==> src/hw/rtl/lcm_pkg.sv <==
// ----------------------------------------------------------------------------
// lcm_pkg
// types, constants and helpers of the line continuation measurer
// ----------------------------------------------------------------------------
package lcm_pkg;

    localparam int COUNT_WIDTH = 16;
    localparam int CHAR_WIDTH  = 8;
    localparam int RES_BITS    = 2 * COUNT_WIDTH;
    localparam int OUT_TDATA_W = ((RES_BITS + 7) / 8) * 8;

    typedef logic [COUNT_WIDTH-1:0] count_t;
    typedef logic [CHAR_WIDTH-1:0]  char_t;

    localparam count_t COUNT_MAX = '1;
    localparam count_t COUNT_ONE = count_t'(1);

    localparam char_t CH_BSLASH = 8'h5C;
    localparam char_t CH_LF     = 8'h0A;
    localparam char_t CH_CR     = 8'h0D;
    localparam char_t CH_SP     = 8'h20;
    localparam char_t CH_TAB    = 8'h09;
    localparam char_t CH_FF     = 8'h0C;
    localparam char_t CH_VT     = 8'h0B;

    typedef enum logic [4:0] {
        PH_IDLE     = 5'b00001,
        PH_START    = 5'b00010,
        PH_BLANKS   = 5'b00100,
        PH_AFTER_LF = 5'b01000,
        PH_AFTER_CR = 5'b10000
    } phase_t;

    typedef struct packed {
        char_t char_in;
        logic  begin_run;
    } item_t;

    typedef struct packed {
        count_t line_count;
        count_t run_length;
    } result_t;

    function automatic count_t sat_add(count_t a, count_t b);
        logic [COUNT_WIDTH:0] s;
        s = {1'b0, a} + {1'b0, b};
        return s[COUNT_WIDTH] ? COUNT_MAX : s[COUNT_WIDTH-1:0];
    endfunction

    function automatic logic is_blank(char_t c);
        return (c == CH_SP) || (c == CH_TAB) || (c == CH_FF) || (c == CH_VT);
    endfunction

endpackage

==> src/hw/rtl/lcm_in_stage.sv <==
// ----------------------------------------------------------------------------
// lcm_in_stage
// input register holding one accepted byte until the scanner takes it
// ----------------------------------------------------------------------------
module lcm_in_stage (
    input  logic           aclk,
    input  logic           aresetn,
    input  logic           s_tvalid,
    output logic           s_tready,
    input  lcm_pkg::item_t s_item,
    input  logic           take_ok,
    output logic           item_valid,
    output lcm_pkg::item_t item
);
    import lcm_pkg::*;

    logic  valid_reg;
    logic  valid_next;
    item_t item_reg;

    assign s_tready = !valid_reg || take_ok;

    always_comb begin
        valid_next = valid_reg;
        if (s_tvalid && s_tready) begin
            valid_next = 1'b1;
        end else if (valid_reg && take_ok) begin
            valid_next = 1'b0;
        end
    end

    always_ff @(posedge aclk) begin
        if (!aresetn) begin
            valid_reg <= 1'b0;
        end else begin
            valid_reg <= valid_next;
        end
    end

    always_ff @(posedge aclk) begin
        if (s_tvalid && s_tready) begin
            item_reg <= s_item;
        end
    end

    assign item_valid = valid_reg;
    assign item       = item_reg;

endmodule

==> src/hw/rtl/lcm_scan.sv <==
// ----------------------------------------------------------------------------
// lcm_scan
// continuation state machine with saturating byte and line counters
// ----------------------------------------------------------------------------
module lcm_scan (
    input  logic             aclk,
    input  logic             aresetn,
    input  logic             fire,
    input  lcm_pkg::item_t   item,
    output logic             res_valid,
    output lcm_pkg::result_t result
);
    import lcm_pkg::*;

    phase_t phase_reg,   phase_next;
    count_t clen_reg,    clen_next;
    count_t plen_reg,    plen_next;
    count_t clines_reg,  clines_next;
    phase_t ph;
    count_t clen_in;
    count_t plen_in;
    count_t clines_in;
    logic   ends;
    char_t  c;

    assign c = item.char_in;

    always_comb begin
        ph        = item.begin_run ? PH_START : phase_reg;
        clen_in   = item.begin_run ? '0 : clen_reg;
        plen_in   = item.begin_run ? '0 : plen_reg;
        clines_in = item.begin_run ? '0 : clines_reg;

        phase_next  = ph;
        clen_next   = clen_in;
        plen_next   = plen_in;
        clines_next = clines_in;
        ends        = 1'b0;

        unique case (ph)
            PH_START: begin
                if (c == CH_BSLASH) begin
                    plen_next  = COUNT_ONE;
                    phase_next = PH_BLANKS;
                end else begin
                    ends = 1'b1;
                end
            end
            PH_BLANKS: begin
                if (is_blank(c)) begin
                    plen_next = sat_add(plen_in, COUNT_ONE);
                end else if (c == CH_LF || c == CH_CR) begin
                    clen_next   = sat_add(clen_in, sat_add(plen_in, COUNT_ONE));
                    clines_next = sat_add(clines_in, COUNT_ONE);
                    plen_next   = '0;
                    phase_next  = (c == CH_LF) ? PH_AFTER_LF : PH_AFTER_CR;
                end else begin
                    ends = 1'b1;
                end
            end
            PH_AFTER_LF, PH_AFTER_CR: begin
                if ((ph == PH_AFTER_LF && c == CH_CR) ||
                    (ph == PH_AFTER_CR && c == CH_LF)) begin
                    clen_next = sat_add(clen_in, sat_add(plen_in, COUNT_ONE));
                    if (ph == PH_AFTER_LF) begin
                        clines_next = sat_add(clines_in, COUNT_ONE);
                    end
                    plen_next  = '0;
                    phase_next = PH_START;
                end else if (c == CH_BSLASH) begin
                    plen_next  = COUNT_ONE;
                    phase_next = PH_BLANKS;
                end else begin
                    ends = 1'b1;
                end
            end
            default: begin
                phase_next = PH_IDLE;
            end
        endcase

        result.run_length = clen_next;
        result.line_count = clines_next;

        if (ends) begin
            phase_next  = PH_IDLE;
            clen_next   = '0;
            plen_next   = '0;
            clines_next = '0;
        end
    end

    assign res_valid = fire && ends;

    always_ff @(posedge aclk) begin
        if (!aresetn) begin
            phase_reg  <= PH_IDLE;
            clen_reg   <= '0;
            plen_reg   <= '0;
            clines_reg <= '0;
        end else if (fire) begin
            phase_reg  <= phase_next;
            clen_reg   <= clen_next;
            plen_reg   <= plen_next;
            clines_reg <= clines_next;
        end
    end

endmodule

==> src/hw/rtl/lcm_out_stage.sv <==
// ----------------------------------------------------------------------------
// lcm_out_stage
// result register on the master side of the stream
// ----------------------------------------------------------------------------
module lcm_out_stage (
    input  logic                             aclk,
    input  logic                             aresetn,
    input  logic                             res_valid,
    input  lcm_pkg::result_t                 result,
    output logic                             out_free,
    output logic                             m_tvalid,
    input  logic                             m_tready,
    output logic [lcm_pkg::OUT_TDATA_W-1:0]  m_tdata
);
    import lcm_pkg::*;

    logic    valid_reg;
    logic    valid_next;
    result_t result_reg;

    assign out_free = !valid_reg || m_tready;

    always_comb begin
        valid_next = valid_reg;
        if (out_free) begin
            valid_next = res_valid;
        end
    end

    always_ff @(posedge aclk) begin
        if (!aresetn) begin
            valid_reg <= 1'b0;
        end else begin
            valid_reg <= valid_next;
        end
    end

    always_ff @(posedge aclk) begin
        if (out_free && res_valid) begin
            result_reg <= result;
        end
    end

    assign m_tvalid = valid_reg;
    assign m_tdata  = OUT_TDATA_W'(result_reg);

endmodule

==> src/hw/rtl/line_continuation_measurer.sv <==
// ----------------------------------------------------------------------------
// line_continuation_measurer
// measures runs of backslash line continuations in a byte stream
// ----------------------------------------------------------------------------
// result path: the ending byte is held in lcm_in_stage, and its result is registered in lcm_out_stage for m_tvalid
// throughput: one byte per cycle while the result register is empty or m_tready is high
// reset: synchronous active-low aresetn returns the scanner to idle with zero counts
// and empties the input and result registers
// ----------------------------------------------------------------------------
module line_continuation_measurer (
    input  logic                             aclk,
    input  logic                             aresetn,
    input  logic                             s_tvalid,
    output logic                             s_tready,
    input  logic [lcm_pkg::CHAR_WIDTH-1:0]   s_tdata,  // char_in
    input  logic                             s_tuser,  // begin_run
    output logic                             m_tvalid,
    input  logic                             m_tready,
    output logic [lcm_pkg::OUT_TDATA_W-1:0]  m_tdata   // run_length, line_count
);
    import lcm_pkg::*;

    item_t   s_item;
    item_t   item;
    logic    item_valid;
    logic    out_free;
    logic    fire;
    logic    res_valid;
    result_t result;

    assign s_item.char_in   = s_tdata;
    assign s_item.begin_run = s_tuser;
    assign fire             = item_valid && out_free;

    lcm_in_stage u_in (
        .aclk       (aclk),
        .aresetn    (aresetn),
        .s_tvalid   (s_tvalid),
        .s_tready   (s_tready),
        .s_item     (s_item),
        .take_ok    (out_free),
        .item_valid (item_valid),
        .item       (item)
    );

    lcm_scan u_scan (
        .aclk      (aclk),
        .aresetn   (aresetn),
        .fire      (fire),
        .item      (item),
        .res_valid (res_valid),
        .result    (result)
    );

    lcm_out_stage u_out (
        .aclk      (aclk),
        .aresetn   (aresetn),
        .res_valid (res_valid),
        .result    (result),
        .out_free  (out_free),
        .m_tvalid  (m_tvalid),
        .m_tready  (m_tready),
        .m_tdata   (m_tdata)
    );

endmodule

==> config.mk <==
export PLATFORM = sky130hd
export DESIGN_NAME = line_continuation_measurer
export DESIGN_NICKNAME = d
export VERILOG_FILES = /design/src/hw/rtl/lcm_pkg.sv /design/src/hw/rtl/lcm_in_stage.sv /design/src/hw/rtl/lcm_scan.sv /design/src/hw/rtl/lcm_out_stage.sv /design/src/hw/rtl/line_continuation_measurer.sv
export SDC_FILE = /design/constraint.sdc
export NUM_CORES = 1
export LEC_CHECK = 0
export BUFFER_PORTS_ARGS = -buffer_cell sky130_fd_sc_hd__buf_2
export CORE_MARGIN = 1
export CORE_UTILIZATION = 50
export DETAILED_ROUTE_END_ITERATION = 8
export GPL_ROUTABILITY_DRIVEN = 0
export GPL_TIMING_DRIVEN = 0
export PLACE_DENSITY_LB_ADDON = 0.25
export SYNTH_ARGS = -nofsm -noshare
export SYNTH_HDL_FRONTEND = slang
export SYNTH_SLANG_ARGS = --single-unit
==> constraint.sdc <==
create_clock -name aclk -period 4.5 [get_ports aclk]
set_input_delay 0.225 -clock aclk [delete_from_list [all_inputs] [get_ports aclk]]
set_output_delay 0.225 -clock aclk [all_outputs]
set_load 0.005 [all_outputs]
Word level (Yosys, flattened, before mapping)
Cells that the tools add are included.

Register bits after elaboration: 96. Word-level logic and storage cells: 79. Input bits: 13. Output and inout bits: 34.

Eq/ne operators: 11. $add $sub $neg: 3. Muxes and demuxes: 38. Reduce and logical (&&, ||, !) cells: 17.

Operators by type and width (number): $mux W16 (20); $pmux W16 S2 (2); $pmux W16 S3 (1); $eq A8 B4 Y1 const B (5); $mux W5 (7); $add A16 B1 Y17 const B (2); $add A16 B16 Y17 (1); $pmux W5 S3 (1); $eq A8 B6 Y1 const B (1); $eq A8 B7 Y1 const B (1); $logic_or A1 B1 Y1 (7); $logic_and A1 B1 Y1 (6); $mux W1 (6); $eq A5 B2 Y1 const B (1); $eq A5 B3 Y1 const B (1); $eq A5 B4 Y1 const B (1); $eq A5 B5 Y1 const B (1); $pmux W1 S3 (1); $logic_not A1 Y1 (2); $reduce_bool A2 Y1 (1); $reduce_or A2 Y1 (1).

Longest topological paths before layout
Gate-level depths: netlist (run 1).

Depth after elaboration: 9. Mapped depth: 18. Depth with buffers taken out: 15.

Hierarchy
A second synthesis (run 1) with hierarchy kept.

Cells, all modules: 642. Area, all modules: 5676.7 um2.

Modules (own cells, without submodules): lcm_scan (area each 4324.1 um2, seq. area each 1061.0 um2, times used 1, cells each 590); lcm_out_stage (area each 1018.5 um2, seq. area each 980.9 um2, times used 1, cells each 37); lcm_in_stage (area each 327.8 um2, seq. area each 290.3 um2, times used 1, cells each 14); line_continuation_measurer (area each 6.3 um2, seq. area each 0.0 um2, times used 1, cells each 1).

Worst setup path after synthesis (run 1)
No wires, ideal clock.

Path kind: register to register. Start: register u_scan.plen_reg[0]. End: register u_scan.clen_reg[0]. Path buffers: 2. Cell stages (with the launch flop): 16. Arrival: 3.594 ns. Period minus slack after synthesis: 3.711 ns. Required time: 4.383 ns. Path slack: 0.789 ns. Cell sequence: dfxtp_1 > and3_1 > buf_6 > nand4_4 > nor4_4 > nand4_2 > buf_6 > o21ai_0 > ha_1 > or2_2 > o211a_1 > o31ai_2 > a21oi_1 > or3_1 > o22a_1 > a22o_1.

RTL lines: start: declaration (RTL line lcm_scan.sv:17) `count_t plen_reg, plen_next;`; start signal: assignment (RTL line lcm_scan.sv:104) `plen_reg <= plen_next;`; end signal: assignment (RTL line lcm_scan.sv:103) `clen_reg <= clen_next;`; end: declaration (RTL line lcm_scan.sv:16) `count_t clen_reg, clen_next;`.

==> results.md, run 1 <==
* Outcome: finished clean
* Worst hold path class: primary input to flip-flop
* Compound-Gate Fraction of Synth Area at 23.3%
* Slew HR at 43.2%
* Pin count of the biggest net entering global routing at 34
* Post-DP HPWL at 9980 µm
* Fin crit period at 4.20 ns
* Setup violations, final at 0
* CTS tree: built
* FFs w/ async S/R, synth at 0%
* Port Buffers at 46
* Via count at 4888
* Ports at 47
* CORE AREA at 10900 µm²
* Final worst setup slack at 0.300 ns
* Initial antenna violation count at 0
* Leakage at 2.55 nW
* Distinct cells, synth at 83
* Die Wd at 108 µm
* Max rail drop VDD at 0.186 mV
* Fmax at 238 MHz
* Number of global-route vias before repair at 4467
* Period utilisation layout at 93.3%
* Worst-Margin Slew at 0.853 ns
* RSZ-0062 raised after global routing: false
* CTS buffer count at 9
* Worst-Skew Late Latency at 0.38 ns
* Post-DR vias/cell at 6.03
* Yosys top cell by area: edfxtp_1
* Reg clk slew, reported paths at 0.10 ns
* Drt wl/cell at 16.7 µm
* Fin cells at 811
* Remaining Overflow, GRT at 0
* Most frequent cells in the layout: 55 x dfxtp_1, 51 x buf_2, 47 x nor2_1
* Crit Path Class: flip-flop to flip-flop
* Core Rows at 38
* Router iterations before antenna repair at 5
* Max reg flops at 32
* Starting Density at 51.6%
* Area grow syn2layout at 12.8%
* R2r setup slk at 0.30 ns
* Cell Area, Synth at 5620 µm²
* Critical path required time at 4.77 ns
* #FFs+latches synth at 96
* Clk sinks at 96
* Gr usage total at 24.5%
* Most common cell after layout, fill and taps aside: dfxtp_1
* Synth top area share at 21.9%
* First-pass GRT wire length at 22300 µm
* Largest family of logic cells by synthesized area: compound AO/OA/AOI/OAI gates
* YS warnings at 0
* Synth area leaders: edfxtp_1 22%, dfxtp_1 20%, nor2b_1 4.5%, a22o_1 4.4%, ha_1 4.0%
* DP Worst Slack at -0.0808 ns
* Most used DFF post-synth: dfxtp_1
* Max-cap viol count at 0
* Placed cell count at 785
* Number of flops mapped to enable cells by yosys at 41
* Layout filler cell count at 972
* Routed Antenna Nets at 0
* CP Capture Type: flip-flop
* H-tree Lvls at 3
* Root Buffer Master: clkbuf_8
* Share of cells above drive strength 1 at 16.1%
* CP arrival at 4.47 ns
* Cells after synthesis at 599
* Die Ht at 108 µm
* Clock Skews at 0.0109 ns
* Slew Viols, Final at 0
* Max Fanout on Critical Path at 10
* Synth Area in Simple Gates at 23.0%
* Crit path launch type: flip-flop
* Final Hold Fails at 0
* Routed WL at 13600 µm
* Sequential fraction of the synthesis area at 41.5%
* Fin nets at 698
* Synth Area in XOR/XNOR at 3.74%
* Drt first-iter violations at 320
* Die ar. at 11700 µm²
* N_diodes at 0
* P per Cell Area at 258 nW/µm²
* Clock Path Buffers at 2
* Syn nets at 631
* Avg Cell Area, Syn at 9.38 µm²
* Mux cell area share after synthesis at 0.935%
* DRC at 0
* Post-Synth Adder-Cell Area at 4.36%
## through the flow
step / setup TNS (ns) / hold WS (ns) / util [%] / area [µm²] / power, mW
2_1_floorplan: 0 / 0.324 / - / 5620 / 0.984
3_3_place_gp: -0.0692 / 0.401 / 55.3 / 6030 / 1.01
3_5_place_dp: -0.559 / 0.403 / 55.4 / 6030 / 1.01
4_1_cts: 0 / 0.00539 / 57.4 / 6250 / 1.63
5_1_grt: 0 / 0.00222 / 58.2 / 6340 / 1.69
6_report: 0 / 0.0142 / 58.2 / 6340 / 1.64
## worst paths after layout
path,start,cells past startpoint,endpoint
max reg2reg,u_scan.plen_reg[0]$_SDFFE_PN0P_,17,u_scan.clen_reg[1]$_SDFFE_PN0P_
min reg2reg,u_scan.clen_reg[12]$_SDFFE_PN0P_,2,u_scan.clen_reg[12]$_SDFFE_PN0P_
max,u_scan.plen_reg[0]$_SDFFE_PN0P_,17,u_scan.clen_reg[1]$_SDFFE_PN0P_
min,s_tdata[3],1,u_in.item[4]$_DFFE_PP_
## kinds of logic after synthesis
kind of cell | after synthesis
xor+xnor | 24
compound gates | 186
fa+ha+maj | 19
mux | 5
buf+inv | 40
simple gates | 229
flops | 96
## cell usage after synthesis, drive strengths merged (5+ instances only)
cell type	n
dfxtp	55
nor2	49
nand2	44
edfxtp	41
a21oi	40
nor2b	40
o21ai	37
a22o	28
nand3	20
ha	18
clkbuf	17
nor3	17
xnor2	16
inv	12
a22oi	11
buf	11
a21o	10
o31ai	9
and2	8
xor2	8
a31oi	7
nand2b	7
nor4	7
a21boi	6
and3	6
nand4	6
or3	5
## per-layer routing
layer,track usage [%],vias to the layer above,routed length (µm)
li1,-,2368,-
met1,33.1,2338,6390
met2,37.9,155,6100
met3,5.61,27,723
met4,9.98,0,338
met5,0,-,0
## power by group
part	leakage, nW	internal [mW]	total [mW]	switching (mW)
registers	0.874	0.914	0.920	0.00608
logic	1.56	0.0253	0.0786	0.0533
clock network	0.110	0.314	0.637	0.323
## area by class of cell
cell class / instances / area [µm²] / area share, %
plain buffers: 28 / 140 / 2.21
inverters: 12 / 45.0 / 0.710
clock inverters: 7 / 95.1 / 1.50
repair buffers: 56 / 320 / 5.05
flip-flops and latches: 96 / 2330 / 36.8
multi-input cells: 463 / 3110 / 49.0
well taps: 140 / 175 / 2.76
clock buffers: 9 / 124 / 1.95
## critical path, cell delays in order, from the launching register on
cell and delay [ns]:
dfxtp_1 0.46, and3_1 0.21, buf_6 0.13, nand4_4 0.17, nor4_4 0.17, buf_4 0.18
nand4_2 0.15, buf_6 0.19, o21ai_0 0.11, ha_1 0.32, or2_2 0.32, o211a_1 0.17
o31ai_2 0.38, a21oi_1 0.14, nor3_1 0.31, buf_2 0.30, a22oi_1 0.14, a22o_1 0.23
## what timing repair did
action / CTS / global route
setup endpoints to repair: 21 / 27
buffers inserted: 0 / 4
hold buffers: 0 / 6
resized for setup: 1 / 5
pin swaps: 0 / 1
endpoints found under the hold margin: 0 / 6
No activity file was read; power rests on OpenSTA's default activity.
==> inputs of run 2 (changes only) <==
==> constraint.sdc (replaced) <==
create_clock -name aclk -period 4.7 [get_ports aclk]
set_input_delay 0.235 -clock aclk [delete_from_list [all_inputs] [get_ports aclk]]
set_output_delay 0.235 -clock aclk [all_outputs]
set_load 0.005 [all_outputs]
==> run 2 against run 1 <==
Compared with the run above:
- clock skew decreased by 0.0010 ns
- critical path depth decreased by 3
- sequential power decreased by 4.2%
- flip-flop and latch count unchanged
- design area decreased by 0.99%
- critical path type unchanged
- power decreased by 4.5%
- non-clock buffer count decreased by 6
- first-iteration DRC count increased by 11%
==> results.md, run 2 (same netlist as run 1, synthesis figures left out) <==
* Die Wd at 108 µm
* Max-cap viol count at 0
* Remaining Overflow, GRT at 0
* Drt first-iter violations at 356
* Worst-Skew Late Latency at 0.38 ns
* Crit path max-delay cell type: clkbuf_1
* Root Buffer Master: clkbuf_8
* Core Rows at 38
* Delay-heaviest family, CP: buffers and inverters
* CORE AREA at 10900 µm²
* Crit path launch type: flip-flop
* Hold path startpoint: s_tdata[2]
* First-pass GRT wire length at 22300 µm
* CTS tree: built
* DRC at 0
* Clock Power Share at 39.1%
* Pin count of the biggest net entering global routing at 34
* N_diodes at 0
* Crit-path max cell delay at 0.45 ns
* Clk sinks at 96
* Max rail drop VDD at 0.176 mV
* Crit Path Class: flip-flop to flip-flop
* DP Worst Slack at 0.119 ns
* Comb power frac at 4.6%
* Initial antenna violation count at 0
* CP arrival at 4.61 ns
* Clock Skews at 0.00987 ns
* Port Buffers at 46
* Post-DR vias/cell at 6.03
* Switching power at 366 µW
* Critical path required time at 4.97 ns
* Max Fanout on Critical Path at 10
* Die Ht at 108 µm
* Sw frac at 23.4%
* Cell mode on critical path: clkbuf_2
* Fin nets at 692
* Router iterations before antenna repair at 6
* CP cell instances: buf_4, clkbuf_2, clkbuf_2, clkbuf_1, o21ai_0, ha_1, or2_2, o211a_1, o31ai_2, a21oi_1, nor3_1, buf_2, a22oi_1, a22o_1
* Layout filler cell count at 981
* CP Launch Point: u_in.item[0]$_DFFE_PP_
* R2r setup slk at 0.37 ns
* Most frequent cells in the layout: 55 x dfxtp_1, 51 x buf_2, 47 x nor2_1
* P per Cell Area at 249 nW/µm²
* Ports at 47
* Routed WL at 13500 µm
* Area grow syn2layout at 11.7%
* Via count at 4855
* Reg-to-reg critical path startpoint: u_in.item[0]$_DFFE_PP_
* Clock Path Buffers at 2
* Worst-Margin Slew at 0.873 ns
* RSZ-0062 raised after global routing: false
* Die ar. at 11700 µm²
* Worst Path Buf+Inv at 5
* Most common cell after layout, fill and taps aside: dfxtp_1
* Final Hold Fails at 0
* Reg clk slew, reported paths at 0.10 ns
* Max reg flops at 32
* Post-DP HPWL at 9980 µm
* Setup violations, final at 0
* H-tree Lvls at 3
* Starting Density at 51.6%
* Sum Neg Setup Slack at 0 ns
* Slew Viols, Final at 0
* Number of global-route vias before repair at 4467
* Worst hold path class: primary input to flip-flop
* Seq pwr share at 56.4%
* Slew HR at 41.8%
* CTS buffer count at 9
* Routed Antenna Nets at 0
* Drt wl/cell at 16.8 µm
* Hold_buf cts at 0
* Period utilisation layout at 92.2%
* Leakage at 2.52 nW
* Cell-internal power at 1.20 mW
* Fin crit period at 4.33 ns
* Outcome: finished clean
* CP Capture Type: flip-flop
* Share of cells above drive strength 1 at 15.9%
* Final worst setup slack at 0.367 ns
* Fmax at 231 MHz
* Gr usage total at 24.5%
[run 2: cell types whose count changed in the layout (fill, tap and decap cells not counted)]
cell           delta
dlygate4sd3_1     -6
clkbuf_2          -2
buf_1             +1
clkbuf_1          +1
[run 2: per-stage QoR]
stage | hold slack [ns] | util [%] | instances | area, µm² | total power [mW]
after floorplan | 0.334 | - | 599 | 5620 | 0.943
after global placement | 0.411 | 55.3 | 785 | 6030 | 0.969
after detailed placement | 0.413 | 55.4 | 785 | 6030 | 0.970
after CTS | 0.0154 | 57.4 | 801 | 6250 | 1.56
after global routing | 0.00266 | 57.7 | 805 | 6280 | 1.62
final | 0.0226 | 57.7 | 805 | 6280 | 1.56
[run 2: power groups by stage]
stage                     Sequential (mW)  Clock [mW]  Combinational [mW]
after floorplan                     0.899           0              0.0433
after global placement              0.900           0              0.0691
after detailed placement            0.900           0              0.0704
after CTS                           0.881       0.611              0.0707
after global routing                0.882       0.656              0.0779
final                               0.881       0.610              0.0713
[run 2: worst register-to-register path, delay by kind of cell (launching register included)]
kind	cells	cell delay, ns
adders and majority gates	1	0.39
DFF	1	0.33
and+or+nand+nor	2	0.63
AOI/OAI and AO/OA	6	1.29
buffers and inverters	5	1.58
[run 2: layout make-up]
type / instances / area, µm² / share of cell area (%)
repair buffers: 50 / 260 / 4.15
multi-input cells: 463 / 3110 / 49.5
well taps: 140 / 175 / 2.79
plain buffers: 28 / 138 / 2.19
clock buffers: 9 / 124 / 1.97
clock inverters: 7 / 95.1 / 1.51
inverters: 12 / 45.0 / 0.717
flip-flops and latches: 96 / 2330 / 37.1
[run 2: path summary, 6_finish.rpt]
path / end / cells after the start
worst max register to register: u_scan.clen_reg[1]$_SDFFE_PN0P_ / 14
worst min-delay path: u_in.item[3]$_DFFE_PP_ / 1
worst max-delay path: u_scan.clen_reg[1]$_SDFFE_PN0P_ / 14
worst min register to register: u_scan.clen_reg[12]$_SDFFE_PN0P_ / 2
[run 2: timing repair]
action / CTS / global route
gates resized for setup: 0 / 4
setup buffers: 0 / 4
endpoints found under the setup margin: 0 / 24
[run 2: metal layers]
| metal | global-route usage (%) | vias to the layer above | wire [µm] |
|---|---|---|---|
| met5 | 0 | - | 0 |
| met4 | 9.98 | 0 | 374 |
| met3 | 5.61 | 31 | 823 |
| met2 | 37.9 | 169 | 6060 |
| met1 | 33.1 | 2297 | 6270 |
| li1 | - | 2358 | - |
==> inputs of run 3 (changes only) <==
--- a/config.mk
+++ b/config.mk
@@ -6,12 +6,15 @@
 export NUM_CORES = 1
 export LEC_CHECK = 0
 export BUFFER_PORTS_ARGS = -buffer_cell sky130_fd_sc_hd__buf_2
+export CORE_ASPECT_RATIO = 1.2
 export CORE_MARGIN = 1
 export CORE_UTILIZATION = 50
 export DETAILED_ROUTE_END_ITERATION = 8
 export GPL_ROUTABILITY_DRIVEN = 0
 export GPL_TIMING_DRIVEN = 0
 export PLACE_DENSITY_LB_ADDON = 0.25
+export RECOVER_POWER = 50
+export SKIP_CTS_REPAIR_TIMING = 1
 export SYNTH_ARGS = -nofsm -noshare
 export SYNTH_HDL_FRONTEND = slang
 export SYNTH_SLANG_ARGS = --single-unit
==> run 3 against run 2 <==
Compared with the run above:
- the run now ends with max-capacitance violations, max-slew violations left
- via count shrank 0.87%
- count of clock-buffer cells in the layout rose by 2
- hold slack improved by 0.033 ns
==> results.md, run 3 (same netlist as run 1, synthesis figures left out) <==
* Gr usage total at 24.2%
* Placed cell count at 777
* Reg clk slew, reported paths at 0.07 ns
* DRC at 0
* Die Wd at 98.8 µm
* Hold path startpoint: s_tdata[7]
* RSZ-0062 raised after global routing: false
* Port Buffers at 46
* Fin nets at 688
* Violated checks: max-capacitance violations, max-slew violations
* First-pass GRT wire length at 22300 µm
* Post-DP HPWL at 9860 µm
* Cell Area, Placed at 6020 µm²
* Period utilisation layout at 93.7%
* Slew HR at -8.98%
* H-tree Lvls at 3
* Leakage at 2.44 nW
* Most common cell after layout, fill and taps aside: dfxtp_1
* Starting Density at 51.2%
* DP Worst Slack at 0.134 ns
* Total power at 1.68 mW
* N_diodes at 0
* Initial antenna violation count at 0
* P per Cell Area at 270 nW/µm²
* Post-DR vias/cell at 6.07
* Die Ht at 118 µm
* Core Rows at 42
* Most frequent cells in the layout: 55 x dfxtp_1, 48 x nor2_1, 44 x nand2_1
* Max Fanout on Critical Path at 10
* CORE AREA at 11000 µm²
* Max-cap viol count at 1
* Max rail drop VDD at 0.157 mV
* Via count at 4813
* Clock Skews at 0.00762 ns
* CTS tree: built
* Sum Neg Setup Slack at 0 ns
* Die ar. at 11700 µm²
* Fmax at 227 MHz
* Max reg flops at 32
* Final Hold Fails at 0
* CP Launch Point: u_in.item[0]$_DFFE_PP_
* Share of cells above drive strength 1 at 11.3%
* Root Buffer Master: clkbuf_16
* Drt wl/cell at 17.0 µm
* Clk sinks at 96
* Drt first-iter violations at 308
* Critical path required time at 4.94 ns
* Crit Path Class: flip-flop to flip-flop
* Worst hold path class: primary input to flip-flop
* Router iterations before antenna repair at 5
* Number of global-route vias before repair at 4533
* Worst-Margin Slew at 1.63 ns
* Remaining Overflow, GRT at 0
* Hold WS at 0.0559 ns
* Routed WL at 13500 µm
* CP arrival at 4.64 ns
* Final Util at 56.7%
* Post-route design area at 6230 µm²
* Fin cells at 793
* Setup violations, final at 0
* Fin crit period at 4.40 ns
* Outcome: finished, violations left
* CP Capture Type: flip-flop
* Area grow syn2layout at 10.9%
* Worst-Skew Late Latency at 0.35 ns
* Clock Path Buffers at 2
* Final worst setup slack at 0.298 ns
* Ports at 47
* Slew Viols, Final at 34
* Reg-to-reg critical path startpoint: u_in.item[0]$_DFFE_PP_
* Crit path launch type: flip-flop
* Routed Antenna Nets at 0
* CTS buffer count at 9
* Pin count of the biggest net entering global routing at 34
==> run 3: changes by cell type in the layout (fill, tap and decap cells not counted), sizes merged <==
cell    change
buf        -20
clkbuf     +18
bufinv      -1
clkinv      -1
==> run 3: path summary, 6_finish.rpt <==
path	cells past startpoint	slack, ns	end
setup / recovery	14	0.30	u_scan.clen_reg[1]$_SDFFE_PN0P_
hold / removal	1	0.06	u_in.item[8]$_DFFE_PP_
setup reg to reg	14	0.30	u_scan.clen_reg[1]$_SDFFE_PN0P_
hold reg to reg	2	0.47	u_scan.clen_reg[12]$_SDFFE_PN0P_
==> run 3: per-layer routing <==
metal	up-vias	global-route usage (%)	part of all wire, %
met3	26	3.43	4.5
met5	-	0	0
met4	0	10.4	2.6
met2	160	39.8	48
met1	2267	31.7	45
li1	2360	-	-
==> run 3: cell type report <==
cell class	count	area [µm²]
well taps	132	165
clock buffers	11	233
repair buffers	46	210
flip-flops and latches	96	2330
fillers	987	4750
plain buffers	28	136
inverters	12	45.0
multi-input cells	463	3050
clock inverters	5	56.3
==> run 3: power breakdown <==
| group | switching [mW] | total (mW) | internal, mW | leakage, nW |
|---|---|---|---|---|
| logic | 0.0492 | 0.0683 | 0.0191 | 1.43 |
| registers | 0.00572 | 0.881 | 0.876 | 0.874 |
| clock network | 0.320 | 0.734 | 0.413 | 0.140 |
| total | 0.375 | 1.68 | 1.31 | 2.44 |
==> run 3: critical path, cell delays in order, from the launching register on <==
cell and delay (ns):
edfxtp_1 0.33, buf_4 0.19, clkbuf_1 0.43, clkbuf_2 0.36, buf_1 0.48, o21ai_0 0.36
ha_1 0.42, a21o_1 0.21, a31oi_1 0.27, and2_1 0.23, a21oi_1 0.09, nor3_1 0.25
buf_2 0.27, a22oi_1 0.15, a22o_1 0.24
